`src/design/itf_pkg.sv`:
```
`default_nettype none
package itf_pkg;

	localparam int VAL_W    = 64;
	localparam int BCD_DIGS = 20;
	localparam int BCD_W    = 4 * BCD_DIGS;
	localparam int PREC_W   = 6;
	localparam int IDX_W    = 5;

	localparam logic [PREC_W-1:0] MAX_PRECISION = 6'd61;

	// radix selector codes; anything else is hex
	localparam logic [1:0] ACT_DEC = 2'd0;
	localparam logic [1:0] ACT_OCT = 2'd1;

	// top digit index per radix
	localparam logic [IDX_W-1:0] TOP_DEC = 5'd19;
	localparam logic [IDX_W-1:0] TOP_OCT = 5'd21;
	localparam logic [IDX_W-1:0] TOP_HEX = 5'd15;

	localparam logic [7:0] CH_ZERO  = 8'h30;
	localparam logic [7:0] CH_MINUS = 8'h2D;
	localparam logic [7:0] CH_PLUS  = 8'h2B;
	localparam logic [7:0] CH_SPACE = 8'h20;
	localparam logic [7:0] CH_LOW_A = 8'h61;
	localparam logic [7:0] CH_UP_A  = 8'h41;
	localparam logic [7:0] CH_NUL   = 8'h00;

	function automatic logic [7:0] digit_char(input logic [3:0] d, input logic upper);
		logic [7:0] base;
		base = upper ? CH_UP_A : CH_LOW_A;
		if (d < 4'd10)
			digit_char = CH_ZERO + {4'b0, d};
		else
			digit_char = base + {4'b0, d} - 8'd10;
	endfunction

endpackage
`default_nettype wire

```
`src/design/itf_bcd.sv`:
```
`default_nettype none
module itf_bcd (
	input  wire logic                       clk,
	input  wire logic                       arst_n,
	input  wire logic                       start,
	input  wire logic [itf_pkg::VAL_W-1:0]  value,
	output logic                            done,
	output logic [itf_pkg::BCD_W-1:0]       bcd
);
	import itf_pkg::*;

	localparam int CNT_W = $clog2(VAL_W + 1);

	logic [VAL_W-1:0] shift_q;
	logic [BCD_W-1:0] bcd_q;
	logic [CNT_W-1:0] cnt_q;
	logic             busy_q;
	logic             done_q;
	logic [BCD_W-1:0] adj;

	// add 3 to every digit of 5 or more before the shift
	always_comb begin
		for (int i = 0; i < BCD_DIGS; i++) begin
			if (bcd_q[4*i +: 4] >= 4'd5)
				adj[4*i +: 4] = bcd_q[4*i +: 4] + 4'd3;
			else
				adj[4*i +: 4] = bcd_q[4*i +: 4];
		end
	end

	always_ff @(posedge clk or negedge arst_n) begin
		if (!arst_n) begin
			busy_q <= 1'b0;
			done_q <= 1'b0;
			cnt_q  <= '0;
		end else begin
			done_q <= 1'b0;
			if (start) begin
				busy_q <= 1'b1;
				cnt_q  <= CNT_W'(VAL_W);
			end else if (busy_q) begin
				cnt_q <= cnt_q - 1'b1;
				if (cnt_q == CNT_W'(1)) begin
					busy_q <= 1'b0;
					done_q <= 1'b1;
				end
			end
		end
	end

	always_ff @(posedge clk) begin
		if (start) begin
			shift_q <= value;
			bcd_q   <= '0;
		end else if (busy_q) begin
			{bcd_q, shift_q} <= {adj[BCD_W-2:0], shift_q, 1'b0};
		end
	end

	assign done = done_q;
	assign bcd  = bcd_q;

endmodule
`default_nettype wire

```
`src/design/integer_to_text_formatter_top.sv`:
```
`default_nettype none
// Integer to text formatter, printf style.
// Input channel (item_valid/item_ready): one beat carries a 64-bit magnitude,
// the radix selector in action (decimal, octal, else hex), sign and flag bits
// and a signed 7-bit precision. Output channel (res_valid/res_ready): one beat
// per character, most significant first, last set on the final one. An empty
// text goes out as a single beat with empty_res and last set.
// Flow per item: decimal first runs a shift-and-add-3 binary to BCD
// converter (64 shifts, one magnitude bit each), then all radixes scan down
// from the top digit for the leading nonzero one, one digit per cycle, then
// emit one character per cycle while the receiver takes them. item_ready is
// high only between items. When the receiver stalls, the character in the
// output register holds and the sequencer waits. The final beat of an item
// may still sit in the output register while the next item is taken. Reset
// clears the sequencer and the output valid; no result is pending after reset.
module integer_to_text_formatter_top (
	input  wire logic        clk,
	input  wire logic        arst_n,
	input  wire logic        item_valid,
	output logic             item_ready,
	input  wire logic [1:0]  action,
	input  wire logic [63:0] magnitude,
	input  wire logic        negative,
	input  wire logic        unsigned_type,
	input  wire logic        plus_flag,
	input  wire logic        space_flag,
	input  wire logic        alternate_flag,
	input  wire logic        upper_case,
	input  wire logic signed [6:0] precision,
	output logic             res_valid,
	input  wire logic        res_ready,
	output logic [7:0]       character,
	output logic             last,
	output logic             empty_res
);
	import itf_pkg::*;

	localparam logic [1:0] ST_IDLE = 2'd0;
	localparam logic [1:0] ST_CONV = 2'd1;
	localparam logic [1:0] ST_SCAN = 2'd2;
	localparam logic [1:0] ST_EMIT = 2'd3;

	logic [1:0]        state_q;
	logic [VAL_W-1:0]  val_q;
	logic [1:0]        act_q;
	logic              upper_q;
	logic              alt_q;
	logic              sgn_q;
	logic [7:0]        sgn_ch_q;
	logic [PREC_W-1:0] prec_q;
	logic              empty_q;
	logic              pre_q;
	logic [7:0]        pre_ch_q;
	logic [IDX_W-1:0]  idx_q;
	logic [IDX_W:0]    ndig_q;
	logic [PREC_W-1:0] pos_q;

	logic              ovalid_q;
	logic [7:0]        ochar_q;
	logic              olast_q;
	logic              oempty_q;

	logic              accept;
	logic              slot_free;
	logic [PREC_W-1:0] prec_in;
	logic              is_dec_in;
	logic              empty_in;
	logic              bcd_start;
	logic              bcd_done;
	logic [BCD_W-1:0]  bcd;
	logic [3:0]        scan_dig;
	logic [3:0]        emit_dig;
	logic [IDX_W:0]    ndig_scan;
	logic [PREC_W-1:0] total;

	// precision: negative means none; saturate the rest
	always_comb begin
		if (precision[6])
			prec_in = '0;
		else if (precision[5:0] > MAX_PRECISION)
			prec_in = MAX_PRECISION;
		else
			prec_in = precision[5:0];
	end

	assign is_dec_in = (action == ACT_DEC);
	assign empty_in  = !precision[6] && (prec_in == '0) && (magnitude == '0) &&
	                   (is_dec_in || (action == ACT_OCT && !alternate_flag));

	assign item_ready = (state_q == ST_IDLE);
	assign accept     = item_valid && item_ready;
	assign slot_free  = !ovalid_q || res_ready;
	assign bcd_start  = accept && is_dec_in && !empty_in;

	itf_bcd u_bcd (
		.clk    (clk),
		.arst_n (arst_n),
		.start  (bcd_start),
		.value  (magnitude),
		.done   (bcd_done),
		.bcd    (bcd)
	);

	// digit at a given index in the current radix
	function automatic logic [3:0] digit_at(input logic [IDX_W-1:0] idx,
	                                        input logic [1:0] act,
	                                        input logic [VAL_W-1:0] v,
	                                        input logic [BCD_W-1:0] b);
		logic [VAL_W+1:0] vo;
		vo = {2'b00, v};
		case (act)
			ACT_DEC: digit_at = b[{idx, 2'b00} +: 4];
			ACT_OCT: digit_at = {1'b0, vo[7'(idx) * 7'd3 +: 3]};
			default: digit_at = v[{idx[3:0], 2'b00} +: 4];
		endcase
	endfunction

	assign scan_dig  = digit_at(idx_q, act_q, val_q, bcd);
	assign emit_dig  = digit_at(pos_q[IDX_W-1:0], act_q, val_q, bcd);
	assign ndig_scan = {1'b0, idx_q} + 1'b1;
	assign total     = (PREC_W'(ndig_scan) > prec_q) ? PREC_W'(ndig_scan) : prec_q;

	// sequencer
	always_ff @(posedge clk or negedge arst_n) begin
		if (!arst_n) begin
			state_q  <= ST_IDLE;
			ovalid_q <= 1'b0;
			pre_q    <= 1'b0;
		end else begin
			// load a new beat into the output register, or drop the one taken
			if (state_q == ST_EMIT && slot_free)
				ovalid_q <= 1'b1;
			else if (res_ready)
				ovalid_q <= 1'b0;
			case (state_q)
				ST_IDLE: begin
					if (accept) begin
						if (empty_in)
							state_q <= ST_EMIT;
						else if (is_dec_in)
							state_q <= ST_CONV;
						else
							state_q <= ST_SCAN;
					end
				end
				ST_CONV: begin
					if (bcd_done)
						state_q <= ST_SCAN;
				end
				ST_SCAN: begin
					if (scan_dig == 4'd0 && idx_q != '0) begin
						// hold: keep stepping down past leading zeros
					end else begin
						state_q <= ST_EMIT;
						if (act_q == ACT_DEC)
							pre_q <= sgn_q;
						else if (act_q == ACT_OCT)
							pre_q <= alt_q && (val_q != '0) &&
							         (prec_q <= PREC_W'(ndig_scan));
						else
							pre_q <= 1'b0;
					end
				end
				ST_EMIT: begin
					if (slot_free) begin
						if (empty_q) begin
							state_q <= ST_IDLE;
						end else if (pre_q) begin
							pre_q <= 1'b0;
						end else if (pos_q == '0) begin
							state_q <= ST_IDLE;
						end
					end
				end
				default: state_q <= ST_IDLE;
			endcase
		end
	end

	// item fields and counters
	always_ff @(posedge clk) begin
		if (accept) begin
			val_q    <= magnitude;
			act_q    <= action;
			upper_q  <= upper_case;
			alt_q    <= alternate_flag;
			prec_q   <= prec_in;
			empty_q  <= empty_in;
			sgn_q    <= !unsigned_type && (negative || plus_flag || space_flag);
			sgn_ch_q <= negative ? CH_MINUS : (plus_flag ? CH_PLUS : CH_SPACE);
			case (action)
				ACT_DEC: idx_q <= TOP_DEC;
				ACT_OCT: idx_q <= TOP_OCT;
				default: idx_q <= TOP_HEX;
			endcase
		end
		if (state_q == ST_SCAN) begin
			if (scan_dig == 4'd0 && idx_q != '0) begin
				idx_q <= idx_q - 1'b1;
			end else begin
				ndig_q   <= ndig_scan;
				pos_q    <= total - 1'b1;
				pre_ch_q <= (act_q == ACT_DEC) ? sgn_ch_q : CH_ZERO;
			end
		end
		if (state_q == ST_EMIT && slot_free) begin
			if (empty_q) begin
				ochar_q  <= CH_NUL;
				olast_q  <= 1'b1;
				oempty_q <= 1'b1;
			end else if (pre_q) begin
				ochar_q  <= pre_ch_q;
				olast_q  <= 1'b0;
				oempty_q <= 1'b0;
			end else begin
				// pad with zeros above the leading digit
				if (PREC_W'(ndig_q) > pos_q)
					ochar_q <= digit_char(emit_dig, upper_q);
				else
					ochar_q <= CH_ZERO;
				olast_q  <= (pos_q == '0);
				oempty_q <= 1'b0;
				if (pos_q != '0)
					pos_q <= pos_q - 1'b1;
			end
		end
	end

	assign res_valid = ovalid_q;
	assign character = ochar_q;
	assign last      = olast_q;
	assign empty_res = oempty_q;

endmodule
`default_nettype wire
```
`config.mk`:
```
export PLATFORM = sky130hd
export DESIGN_NAME = integer_to_text_formatter_top
export DESIGN_NICKNAME = d
export VERILOG_FILES = /design/src/design/itf_pkg.sv /design/src/design/itf_bcd.sv /design/src/design/integer_to_text_formatter_top.sv
export SDC_FILE = /design/constraint.sdc
export NUM_CORES = 1
export LEC_CHECK = 0
export BUFFER_PORTS_ARGS = -buffer_cell sky130_fd_sc_hd__buf_2
export CORE_MARGIN = 5
export CORE_UTILIZATION = 55
export CTS_BUF_LIST = sky130_fd_sc_hd__clkbuf_8
export CTS_CLUSTER_DIAMETER = 120
export DETAILED_ROUTE_END_ITERATION = 12
export PLACE_DENSITY = 0.73
export SLEW_MARGIN = 20
export SYNTH_ARGS = -nofsm -noshare
export SYNTH_HDL_FRONTEND = slang
export SYNTH_SLANG_ARGS = --single-unit
```
`constraint.sdc`:
```
create_clock -name clk -period 5.2 [get_ports clk]
set_clock_uncertainty 0.05 [all_clocks]
set_input_delay 1.04 -clock clk [delete_from_list [all_inputs] [get_ports clk]]
set_output_delay 1.04 -clock clk [all_outputs]
set_load 0.01 [all_outputs]
```
==> qor.yml <==
outcome:
  status: "finished, final reports clean"
routing:
  via_per_inst: 6.21
  ant_nets: 0
  firstDrtPassIters: 5
  num_vias: 12100
  drtIter0Drc: 1066
  wirelength_mm: 41.2
  remaining_drc_errors: 0
  wl_per_cell_microns: 21.1
synth:
  synth-edff-count: 162
  yosysTopAreaCellShare_pct: 31.0
  netlist_area_sq_um: 15700
  synth_fp_nets: 1587
  synthArstFlopShare_pct: 4.89
  synth_ff_type: "edfxtp_1"
  synth_area_leaders: "edfxtp_1 31%, dfxtp_1 12%, mux4_2 7.9%"
  yosys.area.top_type: "edfxtp_1"
  synth_cell_types: 80
  ys_warn_count: 0
  synthTopCellsByCount: "180 x nor2_1, 162 x edfxtp_1, 113 x a21oi_1"
  yosysSeqAreaShare_pct: 44.7
  synth_seq_cells: 266
  avgSynthCellArea_sq_um: 10.9
  synth.most_common_cell: "nor2_1"
  synth_cells: 1441
floorplan:
  die_height_microns: 179
  start_util_pct: 56.1
  fp.coreArea_sq_um: 27900
  pin_count: 95
  rows: 61
  die_area_sq_um: 32000
  die_width_microns: 179
global_route:
  grt_pass1_vias: 11500
  antenna_found_initial: 0
  groute.usage.overall_pct: 25.6
  grt_pass1_wl_mm: 64.4
  grt_max_degree: 86
  gr-total-overflow: 0
power:
  p_int_mw: 6.81
  netSwitchingFraction_pct: 40.9
  powerDensity_nw_per_um2: 665
  power.total_mw: 11.5
  seq_power_share_pct: 36.7
  clkPwrFrac_pct: 16.4
  p_leak_nw: 6.76
  power.share.combinational_pct: 46.8
  ir_drop_uv: 336
  p_sw_mw: 4.71
sta:
  postLayoutSetupSlackWorst_ns: 0.986
  finalMaxSlewViolations: 0
  hold_viol: 0
  worst_pin_slew_ns: 1.08
  finalSetupTns_ns: 0
  rsz0062_at_grt: "false"
  slew_headroom_pct: 28.0
  period_minus_slack_ns: 4.21
  worst_hold_slack_ns: 0.313
  finalCritPeriodShare_pct: 81.0
  finalSetupViolCount: 0
  fmax_mhz: 237
clocking:
  root_buffer: "clkbuf_8"
  h-tree-depth: 2
  clk_latency_ns: 0.59
  clock-sinks: 266
  ctsHoldBuffers: 0
  cts_resized: 0
  numCtsBuffers: 46
  cts_tree: "built"
  clk_pin_slew_worst_paths_ns: 0.06
  postCtsSetupRepairBufs: 0
  cts_buffer_depth: 3
place:
  place_ws_ns: 0.441
  place_inst: 1864
  place_area_sq_um: 16400
  dpl.hpwl_mm: 29.5
  place_congestion: 1.00
  io_buffer_count: 93
finish:
  fin_nets: 1680
  layout-drive-gt1-share_pct: 20.5
  final_core_util_pct: 62.0
  syn2layout_area_growth_pct: 10.4
  finalNonFillerCells: 1950
  antennaDiodeCount: 0
  design_area_sq_um: 17300
setup_path:
  crit_type: "in2reg"
  r2r_cells: 16
  end_kind: "flop"
  crit_arrival_ns: 4.57
  cp.required_ns: 5.55
  path_max_fanout: 68
  critPathLaunchType: "input pin"
hold_path:
  hold_path.class: "in2async"
run:
  drv_cap: 0
==> area by class of cell <==
type | count | area [sq um]
Sequential cell | 266 | 7020
Clock buffer | 51 | 702
Inverter | 78 | 298
Clock inverter | 35 | 215
Tap cell | 378 | 473
Multi-Input combinational cell | 1025 | 7970
Fill cell | 2285 | 10600
Timing Repair Buffer | 117 | 646
==> per-layer routing <==
metal	routed length, microns	GRT usage, %	vias to the layer above
li1	-	-	5565
met1	17500	36.1	5862
met2	18800	39.9	578
met3	3800	5.86	97
met4	1170	7.39	0
met5	0	0	-
==> cells by family (layout without fill, tap and decap cells) <==
group	after synthesis	count (layout)	synth area share (%)
DFF	266	266	44.7
xor gates and xnor gates	52	52	2.95
AOI/OAI and AO/OA	275	275	10.6
muxes	181	181	18.3
buffers and inverters	150	281	4.52
adders and majority gates	63	63	5.03
and+or+nand+nor	453	453	13.8
other	1	1	0.0239
==> worst paths after layout <==
path / startpoint / end / slack (ns)
worst max-delay path: precision[2] / u_bcd.bcd[16]$_SDFFE_PP0P_ / 0.99
max in group asynchronous: arst_n / u_bcd.busy_q$_DFF_PN0_ / 4.52
worst min-delay path: arst_n / u_bcd.cnt_q[0]$_DFFE_PN0P_ / 0.31
min in group clk: u_bcd.bcd[79]$_SDFFE_PP0P_ / u_bcd.bcd[79]$_SDFFE_PP0P_ / 0.45
worst max register to register: idx_q[1]$_DFF_P_ / pos_q[4]$_DFF_P_ / 1.03
worst min register to register: u_bcd.bcd[79]$_SDFFE_PP0P_ / u_bcd.bcd[79]$_SDFFE_PP0P_ / 0.45
==> cells in the final DEF, fill, tap and decap left out, types with 11 or more instances in the layout <==
master    netlist  final
nor2b_1        12     12
edfxtp_1      162    162
a211oi_1       16     16
clkinv_1        4     12
mux4_1         18     18
xor2_1         19     19
mux4_2         55     55
nor4_1         24     24
dfxtp_1        91     88
nand2b_1       25     25
nand3_1        29     29
a21oi_1       113    113
ha_1           63     63
buf_4          13     24
and3_1         11     11
dfrtp_1        13     12
nor3_1         50     50
o21ai_0        80     80
inv_1          70     86
nand2_1        71     71
nor2_1        180    180
mux2i_1        41     41
clkbuf_8        0     51
mux2_2         67     67
xnor2_1        32     32
nand4_1        12     12
buf_2          18     93
==> power groups by stage <==
stage          registers [mW]  logic (mW)  clock network [mW]
2_1_floorplan            3.80        4.43                   0
3_3_place_gp             4.21        5.19                   0
3_5_place_dp             4.25        5.34                   0
4_1_cts                  4.21        5.37                1.93
5_1_grt                  4.33        6.00                2.03
6_report                 4.23        5.39                1.89
==> flip-flops by register name (all words and copies together), names as in the netlist, 2 cells and up <==
name and count:
pos_q 6, pre_ch_q 4, prec_q 6, sgn_ch_q 3
u_bcd.bcd 80, idx_q 5, act_q 2, u_bcd.shift_q 64
val_q 64, state_q 2, character 7, ndig_q 6
u_bcd.cnt_q 7
==> critical path, stage by stage <==
cell and delay (ns):
buf_2 0.14, and3_1 0.20, a211oi_1 0.47, nor4_1 0.18
a211oi_1 0.51, and2_4 0.63, buf_4 0.73, buf_4 0.56
a211oi_1 0.08
No activity file was read; power rests on OpenSTA's default activity.
